File: config.mk
export PLATFORM = sky130hd
export DESIGN_NAME = vertex_fog_alpha_unit_top_flat
export DESIGN_NICKNAME = d
export VERILOG_FILES = /design/src/sv/vfa_pkg.sv /design/src/sv/vfa_in_if.sv /design/src/sv/vfa_out_if.sv /design/src/sv/vfa_cfg.sv /design/src/sv/vfa_ctrl.sv /design/src/sv/vfa_dpath.sv /design/src/sv/vertex_fog_alpha_unit_top.sv /design/src/flat_wrapper.sv
export VERILOG_INCLUDE_DIRS = /design/src /design/src/sv
export SDC_FILE = /design/constraint.sdc
export NUM_CORES = 2
export LEC_CHECK = 0
export BUFFER_PORTS_ARGS = -buffer_cell sky130_fd_sc_hd__buf_2
export CAP_MARGIN = 0
export CORE_ASPECT_RATIO = 0.9
export CORE_MARGIN = 2
export CORE_UTILIZATION = 25
export DETAILED_ROUTE_END_ITERATION = 10
export SYNTH_ARGS = -nofsm -noshare
export SYNTH_HDL_FRONTEND = slang
export SYNTH_SLANG_ARGS = --single-unit
File: constraint.sdc
create_clock -name clk -period 23 [get_ports clk]
set_input_delay 3.45 -clock clk [delete_from_list [all_inputs] [get_ports clk]]
set_output_delay 3.45 -clock clk [all_outputs]
set_load 0.005 [all_outputs]
File: src/sv/vertex_fog_alpha_unit_top_macros.svh
// Assertion macros for the vertex fog alpha unit RTL.
`ifndef VERTEX_FOG_ALPHA_UNIT_TOP_MACROS_SVH
`define VERTEX_FOG_ALPHA_UNIT_TOP_MACROS_SVH

// Checks the consequent in the same cycle as the antecedent.
`define VFA_ASSERT_SAME(label, ante, cons) \
  label: assert property (@(posedge clk) disable iff (rst) (ante) |-> (cons)) \
    else $error("vertex fog alpha unit: check failed");

// Checks the consequent in the cycle after the antecedent.
`define VFA_ASSERT_NEXT(label, ante, cons) \
  label: assert property (@(posedge clk) disable iff (rst) (ante) |=> (cons)) \
    else $error("vertex fog alpha unit: check failed");

`endif

File: src/sv/vfa_pkg.sv
// Shared types, constants and register codes of the vertex fog alpha unit.
`timescale 1ns / 1ps
`default_nettype none
package vfa_pkg;

  // Field widths.
  localparam int FuncW  = 2;
  localparam int DepthW = 16;
  localparam int ScaleW = 24;
  localparam int AlphaW = 8;

  // Configuration port widths.
  localparam int PaddrW = 5;
  localparam int PdataW = 32;

  // Pipeline depth and datapath widths.
  localparam int NumStages = 4;
  localparam int ProdW     = DepthW + ScaleW;     // dz * scale, Q8.32
  localparam int FogW      = ProdW - 16 + 1;      // rounded fog term, Q9.16
  localparam int FadeW     = ProdW + AlphaW;      // dz * scale * diffuse
  localparam int SqW       = 2 * FogW;            // fog term squared
  localparam int SqKeepW   = 40;                  // above this, 255*f*f is far past 255
  localparam int RampW     = SqKeepW + AlphaW;    // 255 * f * f

  // Rounding offsets and saturation value.
  localparam logic [ProdW:0] HalfQ16 = (ProdW + 1)'(32768);
  localparam logic [FadeW:0] HalfQ32 = (FadeW + 1)'(64'h8000_0000);
  localparam logic [RampW:0] HalfR32 = (RampW + 1)'(64'h8000_0000);
  localparam logic [AlphaW-1:0] AlphaMax = 8'd255;

  // Register reset values.
  localparam logic [ScaleW-1:0] ScaleReset = 24'h01_0000;

  // Mode codes.
  typedef enum logic [FuncW-1:0] {
    FUNC_EXTRA = 2'd0,
    FUNC_SPEC  = 2'd1,
    FUNC_HOMOG = 2'd2,
    FUNC_PASS  = 2'd3
  } func_t;

  // Register indexes.
  typedef enum logic [2:0] {
    REG_FOG_START       = 3'd0,
    REG_FOG_SCALE       = 3'd1,
    REG_FOG_START_HOMOG = 3'd2,
    REG_FOG_SCALE_HOMOG = 3'd3,
    REG_EXTRA_FOG       = 3'd4,
    REG_FAR_FADE_ENABLE = 3'd5,
    REG_FAR_FADE_START  = 3'd6,
    REG_FAR_FADE_SCALE  = 3'd7
  } reg_idx_t;

  // Register file contents seen by the datapath.
  typedef struct packed {
    logic [DepthW-1:0] fog_start;
    logic [ScaleW-1:0] fog_scale;
    logic [DepthW-1:0] fog_start_homog;
    logic [ScaleW-1:0] fog_scale_homog;
    logic [AlphaW-1:0] extra_fog;
    logic              far_fade_enable;
    logic [DepthW-1:0] far_fade_start;
    logic [ScaleW-1:0] far_fade_scale;
  } cfg_t;

  // Per-stage load enables from the pipeline control.
  typedef struct packed {
    logic [NumStages-1:0] en;
  } pipe_ctrl_t;

endpackage
`default_nettype wire

File: src/sv/vfa_in_if.sv
// Request channel carrying one vertex into the fog alpha unit.
`timescale 1ns / 1ps
`default_nettype none
interface vfa_in_if;
  import vfa_pkg::*;

  logic              valid;
  logic              ready;
  logic [FuncW-1:0]  func;
  logic [DepthW-1:0] depth;
  logic [AlphaW-1:0] spec_alpha_in;
  logic [AlphaW-1:0] diffuse_alpha_in;

  modport source (output valid, func, depth, spec_alpha_in, diffuse_alpha_in, input ready);
  modport sink (input valid, func, depth, spec_alpha_in, diffuse_alpha_in, output ready);
endinterface
`default_nettype wire

File: src/sv/vfa_out_if.sv
// Request channel carrying one fogged vertex alpha pair out of the unit.
`timescale 1ns / 1ps
`default_nettype none
interface vfa_out_if;
  import vfa_pkg::*;

  logic              valid;
  logic              ready;
  logic [AlphaW-1:0] spec_alpha_out;
  logic [AlphaW-1:0] diffuse_alpha_out;

  modport source (output valid, spec_alpha_out, diffuse_alpha_out, input ready);
  modport sink (input valid, spec_alpha_out, diffuse_alpha_out, output ready);
endinterface
`default_nettype wire

File: src/sv/vfa_cfg.sv
// APB-style configuration register file of the vertex fog alpha unit.
`timescale 1ns / 1ps
`default_nettype none
module vfa_cfg
  import vfa_pkg::*;
(
  input  logic              clk,
  input  logic              rst,
  input  logic              psel,
  input  logic              penable,
  input  logic              pwrite,
  input  logic [PaddrW-1:0] paddr,
  input  logic [PdataW-1:0] pwdata,
  output logic [PdataW-1:0] prdata,
  output logic              pready,
  output cfg_t              cfg
);

  cfg_t     regs;
  logic     wr;
  reg_idx_t idx;

  assign pready = 1'b1;
  assign wr     = psel && penable && pwrite;
  assign idx    = reg_idx_t'(paddr[4:2]);
  assign cfg    = regs;

  // Register writes in the access cycle.
  always_ff @(posedge clk) begin
    if (rst) begin
      regs.fog_start       <= '0;
      regs.fog_scale       <= ScaleReset;
      regs.fog_start_homog <= '0;
      regs.fog_scale_homog <= ScaleReset;
      regs.extra_fog       <= '0;
      regs.far_fade_enable <= 1'b0;
      regs.far_fade_start  <= '0;
      regs.far_fade_scale  <= ScaleReset;
    end else if (wr) begin
      case (idx)
        REG_FOG_START:       regs.fog_start       <= pwdata[DepthW-1:0];
        REG_FOG_SCALE:       regs.fog_scale       <= pwdata[ScaleW-1:0];
        REG_FOG_START_HOMOG: regs.fog_start_homog <= pwdata[DepthW-1:0];
        REG_FOG_SCALE_HOMOG: regs.fog_scale_homog <= pwdata[ScaleW-1:0];
        REG_EXTRA_FOG:       regs.extra_fog       <= pwdata[AlphaW-1:0];
        REG_FAR_FADE_ENABLE: regs.far_fade_enable <= pwdata[0];
        REG_FAR_FADE_START:  regs.far_fade_start  <= pwdata[DepthW-1:0];
        REG_FAR_FADE_SCALE:  regs.far_fade_scale  <= pwdata[ScaleW-1:0];
        default: ;
      endcase
    end
  end

  // Read-back mux, zero extended.
  always_comb begin
    case (idx)
      REG_FOG_START:       prdata = PdataW'(regs.fog_start);
      REG_FOG_SCALE:       prdata = PdataW'(regs.fog_scale);
      REG_FOG_START_HOMOG: prdata = PdataW'(regs.fog_start_homog);
      REG_FOG_SCALE_HOMOG: prdata = PdataW'(regs.fog_scale_homog);
      REG_EXTRA_FOG:       prdata = PdataW'(regs.extra_fog);
      REG_FAR_FADE_ENABLE: prdata = PdataW'(regs.far_fade_enable);
      REG_FAR_FADE_START:  prdata = PdataW'(regs.far_fade_start);
      REG_FAR_FADE_SCALE:  prdata = PdataW'(regs.far_fade_scale);
      default:             prdata = '0;
    endcase
  end

endmodule
`default_nettype wire

File: src/sv/vfa_ctrl.sv
// Valid and stall control of the vertex fog alpha pipeline.
`timescale 1ns / 1ps
`default_nettype none
`include "vertex_fog_alpha_unit_top_macros.svh"
module vfa_ctrl
  import vfa_pkg::*;
(
  input  logic       clk,
  input  logic       rst,
  input  logic       in_valid,
  output logic       in_ready,
  output logic       out_valid,
  input  logic       out_ready,
  output pipe_ctrl_t ctrl
);

  logic [NumStages-1:0] stage_valid;
  logic [NumStages-1:0] stage_valid_next;
  logic [NumStages-1:0] stage_ready;

  // A stage can load when it is empty or its contents move on.
  always_comb begin
    stage_ready[NumStages-1] = !stage_valid[NumStages-1] || out_ready;
    for (int k = NumStages - 2; k >= 0; k--) begin
      stage_ready[k] = !stage_valid[k] || stage_ready[k+1];
    end
  end

  // Valid bits follow the data into each loading stage.
  always_comb begin
    for (int k = 0; k < NumStages; k++) begin
      if (stage_ready[k]) begin
        stage_valid_next[k] = (k == 0) ? in_valid : stage_valid[(k == 0) ? 0 : k - 1];
      end else begin
        stage_valid_next[k] = stage_valid[k];
      end
    end
  end

  always_ff @(posedge clk) begin
    if (rst) begin
      stage_valid <= '0;
    end else begin
      stage_valid <= stage_valid_next;
    end
  end

  assign in_ready  = stage_ready[0];
  assign out_valid = stage_valid[NumStages-1];
  assign ctrl.en   = stage_ready;

  // Input is refused only when every stage holds a request.
  `VFA_ASSERT_SAME(a_full_when_blocked, !stage_ready[0], &stage_valid)
  // An accepted request lands in the first stage.
  `VFA_ASSERT_NEXT(a_accept_enters, in_valid && stage_ready[0], stage_valid[0])
  // Requests in flight change only by acceptance and delivery.
  `VFA_ASSERT_NEXT(a_count_kept, 1'b1, $countones(stage_valid) == $past($countones(stage_valid)) + int'($past(in_valid && stage_ready[0])) - int'($past(out_valid && out_ready)))

endmodule
`default_nettype wire

File: src/sv/vfa_dpath.sv
// Four-stage fog and far fade datapath of the vertex fog alpha unit.
`timescale 1ns / 1ps
`default_nettype none
module vfa_dpath
  import vfa_pkg::*;
(
  input  logic              clk,
  input  cfg_t              cfg,
  input  pipe_ctrl_t        ctrl,
  input  logic [FuncW-1:0]  func,
  input  logic [DepthW-1:0] depth,
  input  logic [AlphaW-1:0] spec_alpha_in,
  input  logic [AlphaW-1:0] diffuse_alpha_in,
  output logic [AlphaW-1:0] spec_alpha_out,
  output logic [AlphaW-1:0] diffuse_alpha_out
);

  // Stage 1 inputs.
  func_t             in_func;
  logic [DepthW-1:0] start_c;
  logic [ScaleW-1:0] scale_c;
  logic [DepthW-1:0] dz_c;
  logic [DepthW-1:0] fdz_c;
  logic              fog_act_c;
  logic              fade_act_c;
  logic [AlphaW-1:0] sub_c;

  // Stage 1 registers.
  logic [ProdW-1:0]  s1_fog_prod;
  logic [ProdW-1:0]  s1_fade_prod;
  func_t             s1_func;
  logic              s1_fog_act;
  logic              s1_fade_act;
  logic [AlphaW-1:0] s1_spec;
  logic [AlphaW-1:0] s1_sub;
  logic [AlphaW-1:0] s1_diff;

  // Stage 2 registers.
  logic [ProdW:0]    f_sum;
  logic [FogW-1:0]   s2_f;
  logic [FadeW-1:0]  s2_fade_prod;
  func_t             s2_func;
  logic              s2_fog_act;
  logic              s2_fade_act;
  logic [AlphaW-1:0] s2_spec;
  logic [AlphaW-1:0] s2_sub;
  logic [AlphaW-1:0] s2_diff;

  // Stage 3 registers.
  logic [FadeW:0]    fa_sum;
  logic [16:0]       fa;
  logic [AlphaW-1:0] diff_c;
  logic [SqW-1:0]    s3_sq;
  func_t             s3_func;
  logic              s3_fog_act;
  logic [AlphaW-1:0] s3_spec;
  logic [AlphaW-1:0] s3_sub;
  logic [AlphaW-1:0] s3_diff;

  // Stage 4 logic.
  logic              big;
  logic [RampW-1:0]  ramp;
  logic [RampW:0]    r_sum;
  logic [16:0]       r;
  logic [AlphaW-1:0] fv;
  logic [AlphaW-1:0] spec_c;

  // Stage 1: pick the fog range by mode and form both depth products.
  always_comb begin
    in_func    = func_t'(func);
    start_c    = (in_func == FUNC_HOMOG) ? cfg.fog_start_homog : cfg.fog_start;
    scale_c    = (in_func == FUNC_HOMOG) ? cfg.fog_scale_homog : cfg.fog_scale;
    fog_act_c  = depth > start_c;
    dz_c       = depth - start_c;
    fdz_c      = depth - cfg.far_fade_start;
    fade_act_c = cfg.far_fade_enable && (depth > cfg.far_fade_start) &&
                 (in_func == FUNC_EXTRA || in_func == FUNC_SPEC);
    sub_c      = (in_func == FUNC_EXTRA) ? cfg.extra_fog : spec_alpha_in;
  end

  always_ff @(posedge clk) begin
    if (ctrl.en[0]) begin
      s1_fog_prod  <= ProdW'(dz_c) * ProdW'(scale_c);
      s1_fade_prod <= ProdW'(fdz_c) * ProdW'(cfg.far_fade_scale);
      s1_func      <= in_func;
      s1_fog_act   <= fog_act_c;
      s1_fade_act  <= fade_act_c;
      s1_spec      <= spec_alpha_in;
      s1_sub       <= sub_c;
      s1_diff      <= diffuse_alpha_in;
    end
  end

  // Stage 2: round the fog term to Q9.16 and scale the fade by diffuse.
  assign f_sum = {1'b0, s1_fog_prod} + HalfQ16;

  always_ff @(posedge clk) begin
    if (ctrl.en[1]) begin
      s2_f         <= f_sum[ProdW:16];
      s2_fade_prod <= FadeW'(s1_fade_prod) * FadeW'(s1_diff);
      s2_func      <= s1_func;
      s2_fog_act   <= s1_fog_act;
      s2_fade_act  <= s1_fade_act;
      s2_spec      <= s1_spec;
      s2_sub       <= s1_sub;
      s2_diff      <= s1_diff;
    end
  end

  // Stage 3: square the fog term and finish the saturating far fade.
  always_comb begin
    fa_sum = {1'b0, s2_fade_prod} + HalfQ32;
    fa     = fa_sum[FadeW:32];
    if (!s2_fade_act) begin
      diff_c = s2_diff;
    end else if (fa >= 17'(s2_diff)) begin
      diff_c = '0;
    end else begin
      diff_c = s2_diff - fa[AlphaW-1:0];
    end
  end

  always_ff @(posedge clk) begin
    if (ctrl.en[2]) begin
      s3_sq      <= SqW'(s2_f) * SqW'(s2_f);
      s3_func    <= s2_func;
      s3_fog_act <= s2_fog_act;
      s3_spec    <= s2_spec;
      s3_sub     <= s2_sub;
      s3_diff    <= diff_c;
    end
  end

  // Stage 4: 255 - round(255*f*f), then the per-mode subtraction or pass-through.
  always_comb begin
    big   = |s3_sq[SqW-1:SqKeepW];
    ramp  = {s3_sq[SqKeepW-1:0], 8'd0} - {8'd0, s3_sq[SqKeepW-1:0]};
    r_sum = {1'b0, ramp} + HalfR32;
    r     = r_sum[RampW:32];
    if (!s3_fog_act) begin
      fv = AlphaMax;
    end else if (big || r >= 17'(AlphaMax)) begin
      fv = '0;
    end else begin
      fv = AlphaMax - r[AlphaW-1:0];
    end
    case (s3_func)
      FUNC_EXTRA, FUNC_SPEC: spec_c = (fv > s3_sub) ? fv - s3_sub : '0;
      FUNC_HOMOG:            spec_c = s3_fog_act ? fv : s3_spec;
      default:               spec_c = s3_spec;
    endcase
  end

  always_ff @(posedge clk) begin
    if (ctrl.en[3]) begin
      spec_alpha_out    <= spec_c;
      diffuse_alpha_out <= s3_diff;
    end
  end

endmodule
`default_nettype wire

File: src/sv/vertex_fog_alpha_unit_top.sv
// Top level of the per-vertex quadratic depth fog and far alpha fade unit.
`timescale 1ns / 1ps
`default_nettype none
// Usage:
// A vertex request (mode, depth, specular alpha, diffuse alpha) enters on in_ch
// and its fog alpha and faded diffuse alpha leave on out_ch; a request moves
// when valid and ready are both high. Fog and fade settings are written over
// the APB-style port, one register per 4-byte word; the user must write them
// only while no request is in flight, which the block itself does not enforce;
// pready is always high and reads return the stored values. A request passes
// through four register stages that hold the depth products, the rounded fog
// term with the fade product, the squared fog term with the finished fade, and
// the output register.
// Throughput is one request per cycle while the receiver does not stall.
// When the receiver stalls, the output holds and empty stages still fill, so
// in_ch.ready falls only once all four stages are occupied; nothing is lost.
// Reset (rst, synchronous) empties the pipeline and restores the register
// defaults: starts 0, scales 1.0, extra fog 0, far fade off.
module vertex_fog_alpha_unit_top
  import vfa_pkg::*;
(
  input  logic              clk,
  input  logic              rst,
  vfa_in_if.sink            in_ch,
  vfa_out_if.source         out_ch,
  input  logic              psel,
  input  logic              penable,
  input  logic              pwrite,
  input  logic [PaddrW-1:0] paddr,
  input  logic [PdataW-1:0] pwdata,
  output logic [PdataW-1:0] prdata,
  output logic              pready
);

  cfg_t       cfg;
  pipe_ctrl_t ctrl;

  // Configuration registers.
  vfa_cfg u_cfg (
    .clk     (clk),
    .rst     (rst),
    .psel    (psel),
    .penable (penable),
    .pwrite  (pwrite),
    .paddr   (paddr),
    .pwdata  (pwdata),
    .prdata  (prdata),
    .pready  (pready),
    .cfg     (cfg)
  );

  // Stage valids and stall handling.
  vfa_ctrl u_ctrl (
    .clk       (clk),
    .rst       (rst),
    .in_valid  (in_ch.valid),
    .in_ready  (in_ch.ready),
    .out_valid (out_ch.valid),
    .out_ready (out_ch.ready),
    .ctrl      (ctrl)
  );

  // Fog and fade arithmetic.
  vfa_dpath u_dpath (
    .clk               (clk),
    .cfg               (cfg),
    .ctrl              (ctrl),
    .func              (in_ch.func),
    .depth             (in_ch.depth),
    .spec_alpha_in     (in_ch.spec_alpha_in),
    .diffuse_alpha_in  (in_ch.diffuse_alpha_in),
    .spec_alpha_out    (out_ch.spec_alpha_out),
    .diffuse_alpha_out (out_ch.diffuse_alpha_out)
  );

endmodule
`default_nettype wire
File: src/flat_wrapper.sv
// flat-port wrapper written by rule: the top's interface ports become plain ports
module vertex_fog_alpha_unit_top_flat import vfa_pkg::*;
  (clk, rst, psel, penable, pwrite, paddr, pwdata, prdata, pready, in_ch_valid, in_ch_func, in_ch_depth, in_ch_spec_alpha_in, in_ch_diffuse_alpha_in, in_ch_ready, out_ch_valid, out_ch_spec_alpha_out, out_ch_diffuse_alpha_out, out_ch_ready);
  vfa_in_if in_ch_i ();
  vfa_out_if out_ch_i ();
  input  logic clk;
  input  logic rst;
  input  logic psel;
  input  logic penable;
  input  logic pwrite;
  input  logic [PaddrW-1:0] paddr;
  input  logic [PdataW-1:0] pwdata;
  output logic [PdataW-1:0] prdata;
  output logic pready;
  input wire logic [$bits(in_ch_i.valid)-1:0] in_ch_valid;
  input wire logic [$bits(in_ch_i.func)-1:0] in_ch_func;
  input wire logic [$bits(in_ch_i.depth)-1:0] in_ch_depth;
  input wire logic [$bits(in_ch_i.spec_alpha_in)-1:0] in_ch_spec_alpha_in;
  input wire logic [$bits(in_ch_i.diffuse_alpha_in)-1:0] in_ch_diffuse_alpha_in;
  output wire logic [$bits(in_ch_i.ready)-1:0] in_ch_ready;
  output wire logic [$bits(out_ch_i.valid)-1:0] out_ch_valid;
  output wire logic [$bits(out_ch_i.spec_alpha_out)-1:0] out_ch_spec_alpha_out;
  output wire logic [$bits(out_ch_i.diffuse_alpha_out)-1:0] out_ch_diffuse_alpha_out;
  input wire logic [$bits(out_ch_i.ready)-1:0] out_ch_ready;
  assign in_ch_i.valid = in_ch_valid;
  assign in_ch_i.func = in_ch_func;
  assign in_ch_i.depth = in_ch_depth;
  assign in_ch_i.spec_alpha_in = in_ch_spec_alpha_in;
  assign in_ch_i.diffuse_alpha_in = in_ch_diffuse_alpha_in;
  assign in_ch_ready = in_ch_i.ready;
  assign out_ch_valid = out_ch_i.valid;
  assign out_ch_spec_alpha_out = out_ch_i.spec_alpha_out;
  assign out_ch_diffuse_alpha_out = out_ch_i.diffuse_alpha_out;
  assign out_ch_i.ready = out_ch_ready;
  vertex_fog_alpha_unit_top u_core (.clk(clk), .rst(rst), .in_ch(in_ch_i), .out_ch(out_ch_i), .psel(psel), .penable(penable), .pwrite(pwrite), .paddr(paddr), .pwdata(pwdata), .prdata(prdata), .pready(pready));
endmodule
==> results.md <==
- CP Launch Type: primary input
- Slew Viols, Final: 0
- Post-synth top cells: inv_1, fa_1, nand2_1, ha_1, and2_1
- CTS resizes: 0
- Initial drt markers: 3939
- Area share of fa/ha/maj cells after synthesis: 47.9%
- XOR/XNOR Fraction of Synth Area: 2.65%
- WP buf/inv: 4
- Most frequent CP cell: fa_1
- I/O Buffers: 109
- Slew margin rel.: 20.5%
- Final antenna-violating net count: 0
- Complex-gate fraction of the synthesized area: 7.28%
- Vias post-DR: 50299
- Clock Skew: 0.0423 ns
- Worst-skew pair later-pin latency: 0.66 ns
- Fin crit share: 59.2%
- EDFF count, synth: 255
- Setup violators final: 0
- Largest net degree at the start of global routing: 78
- Post-layout nets: 9416
- Top-count cell post-synth: inv_1
- Synth Area in Simple Gates: 15.3%
- Post-CTS Hold Buffers: 0
- Register area share after synthesis: 14.9%
- Worst Setup End Kind: register
- Crit path arrival time: 14.01 ns
- Hpwl dp: 148000 µm
- Fillers: 29450
- Max H-tree Level: 2
- Die H: 504 µm
- CTS Buf Count: 48
- Longest Clk Path Bufs: 3
- Via/cell ratio: 4.48
- Post-CTS setup buffer count: 0
- Max cap viols: 0
- Routed wire length: 192000 µm
- Post-layout util: 27.5%
- Slowest CP cell: xor2_1
- Critical Path Max Stage Delay: 0.72 ns
- Initial antenna violation count: 20
- GR Util All Layers: 13.7%
- Total gr overflow: 0
- GP Congestion: 0.880
- CORE AREA: 276000 µm²
- Main combinational cell family by area after synthesis: adder cells
- Clock Sink Count: 388
- Mux cell area share after synthesis: 1.78%
- RSZ-0062 raised after global routing: no
- YS warnings: 0
- Layout area overhead: 9.41%
- Synth top area cells: fa_1, edfxtp_1, ha_1
- Tmin final: 13.62 ns
- Status: finished, final reports clean
- Die Span X: 559 µm
- Count of final hold-check violations: 0
- Crit path max-delay family: compound AO/OA/AOI/OAI gates
- Site row count: 183
- Clk root buf: clkbuf_16
- Post-synthesis register bit count: 388
- Drt wl/cell: 17.1 µm
- TritonRoute pass-1 iters: 6
- Ports: 129
- Highest Clock Rate: 73.4 MHz
- # DRC: 0
- First-pass GRT wire length: 307000 µm
- Worst path required time: 23.39 ns
- Mean Syn Cell Area: 9.24 µm²
- Worst-Margin Slew: 1.19 ns
- Async S/R FF share, synth: 0%
- Worst setup path category: in2reg
- Min-Delay Path Class: reg2reg
- Fin Setup TNS: 0 ns
- Worst hold slack: 0.416 ns
- Crit path max fanout: 39
- Synth cell types: 104
- Fraction of layout cells with a size suffix above 1: 5.38%
- Die area: 282000 µm²
- TritonCTS clock tree: built
- Area share of the largest cell type after synthesis: 37.7%
- Cell Area, Synth: 69400 µm²
- Vias in the first global route: 52856
- Post-synth top area cell: fa_1
- Syn Inst Count: 7511
- Initial core utilization: 25.1%
- Worst-path clk slew: 0.06 ns
- Post-synth top flop: edfxtp_1
cell families (layout without fill, tap and decap cells):
| logic type | count (synthesis) | in the layout |
|---|---|---|
| flops | 388 | 388 |
| xor+xnor | 210 | 210 |
| buf+inv | 1886 | 1878 |
| simple gates | 2269 | 2269 |
| fa+ha+maj | 1869 | 1869 |
| compound gates | 774 | 774 |
| mux | 113 | 113 |
| other cells | 2 | 14 |
stage by stage:
step                      setup WS, ns  cells  area [µm²]
after detailed placement          8.81  11120       74400
after global placement            8.80  11120       74400
after global routing              8.75  11210       75900
after floorplan                   9.44   7518       69400
after CTS                         9.46  11210       75900
final                             9.38  11215       75900
cell type report:
type | count | area, µm² | share of cell area, %
inverters | 1582 | 5940 | 7.82
flip-flops and latches | 388 | 10300 | 13.6
multi-input cells | 5244 | 52200 | 68.8
diodes | 5 | 12.5 | 0.0165
repair buffers | 206 | 1280 | 1.68
clock buffers | 59 | 1250 | 1.65
clock inverters | 31 | 273 | 0.359
well taps | 3700 | 4630 | 6.10
sequential cells by signal, indices dropped and copies added (netlist names), 2 cells and up:
signal / flops
u_core.u_cfg.cfg: 129
u_core.u_dpath.s3_sq: 49
u_core.u_dpath.s1_fade_prod: 40
u_core.u_dpath.s1_fog_prod: 25
u_core.u_dpath.s2_f: 25
u_core.u_dpath.s2_fade_prod: 17
u_core.u_dpath.diffuse_alpha_out: 8
u_core.u_dpath.s1_diff: 8
u_core.u_dpath.s1_spec: 8
u_core.u_dpath.s1_sub: 8
u_core.u_dpath.s2_diff: 8
u_core.u_dpath.s2_spec: 8
u_core.u_dpath.s2_sub: 8
u_core.u_dpath.s3_diff: 8
u_core.u_dpath.s3_spec: 8
u_core.u_dpath.s3_sub: 8
u_core.u_dpath.spec_alpha_out: 8
u_core.u_ctrl.stage_valid: 4
u_core.u_dpath.s1_func: 2
u_core.u_dpath.s2_func: 2
u_core.u_dpath.s3_func: 2
cell usage in the layout (no fill, tap or decap), types with 12 or more instances in the layout:
| master | Yosys | routed |
|---|---|---|
| ha_1 | 560 | 560 |
| o21a_1 | 23 | 23 |
| nor2b_1 | 51 | 51 |
| nand4_1 | 46 | 46 |
| nand3_1 | 87 | 87 |
| or2_2 | 18 | 18 |
| fa_1 | 1308 | 1308 |
| and3_1 | 34 | 34 |
| a22oi_1 | 17 | 17 |
| o31ai_1 | 27 | 27 |
| buf_2 | 6 | 108 |
| o21ai_0 | 101 | 100 |
| o22ai_1 | 13 | 13 |
| o31a_1 | 13 | 13 |
| a21o_1 | 85 | 85 |
| nor3_1 | 43 | 42 |
| nand2b_1 | 95 | 94 |
| o211ai_1 | 25 | 25 |
| a211oi_1 | 14 | 14 |
| a311oi_1 | 14 | 14 |
| a21oi_1 | 288 | 288 |
| xor2_1 | 67 | 59 |
| nor2_1 | 301 | 296 |
| buf_4 | 9 | 98 |
| clkbuf_16 | 0 | 48 |
| o311ai_0 | 17 | 17 |
| o21ai_1 | 11 | 12 |
| dfxtp_1 | 133 | 133 |
| a21boi_0 | 13 | 13 |
| inv_1 | 1579 | 1578 |
| o21bai_1 | 23 | 23 |
| nor4_1 | 13 | 13 |
| mux2i_1 | 67 | 67 |
| nand2_1 | 1130 | 1128 |
| xnor2_1 | 143 | 134 |
| edfxtp_1 | 255 | 255 |
| mux2_2 | 42 | 42 |
| and2_1 | 394 | 394 |
layer usage:
layer / up-vias / part of all wire [%] / wire length, µm / track usage, %
li1: 23121 / - / - / -
met1: 25288 / 46 / 89000 / 19.7
met2: 1636 / 44 / 83900 / 21.5
met3: 236 / 7.7 / 14700 / 2.37
met4: 18 / 2.1 / 3990 / 2.77
met5: - / 0.064 / 122 / 0
worst paths after layout:
check	slack [ns]	depth (start not counted)	endpoint	startpoint
min	0.42	0	u_core.u_dpath.diffuse_alpha_out[0]	u_core.u_dpath.s3_diff[0]
max reg2reg	12.78	33	u_core.u_dpath.s1_fog_prod[38]	u_core.u_cfg.cfg[113]
min reg2reg	0.42	0	u_core.u_dpath.diffuse_alpha_out[0]	u_core.u_dpath.s3_diff[0]
max	9.38	35	u_core.u_dpath.s1_fog_prod[38]	in_ch_func[1]
Power is not shown: default switching activity piles up to over one toggle a cycle in this logic, so the estimate is an artifact.
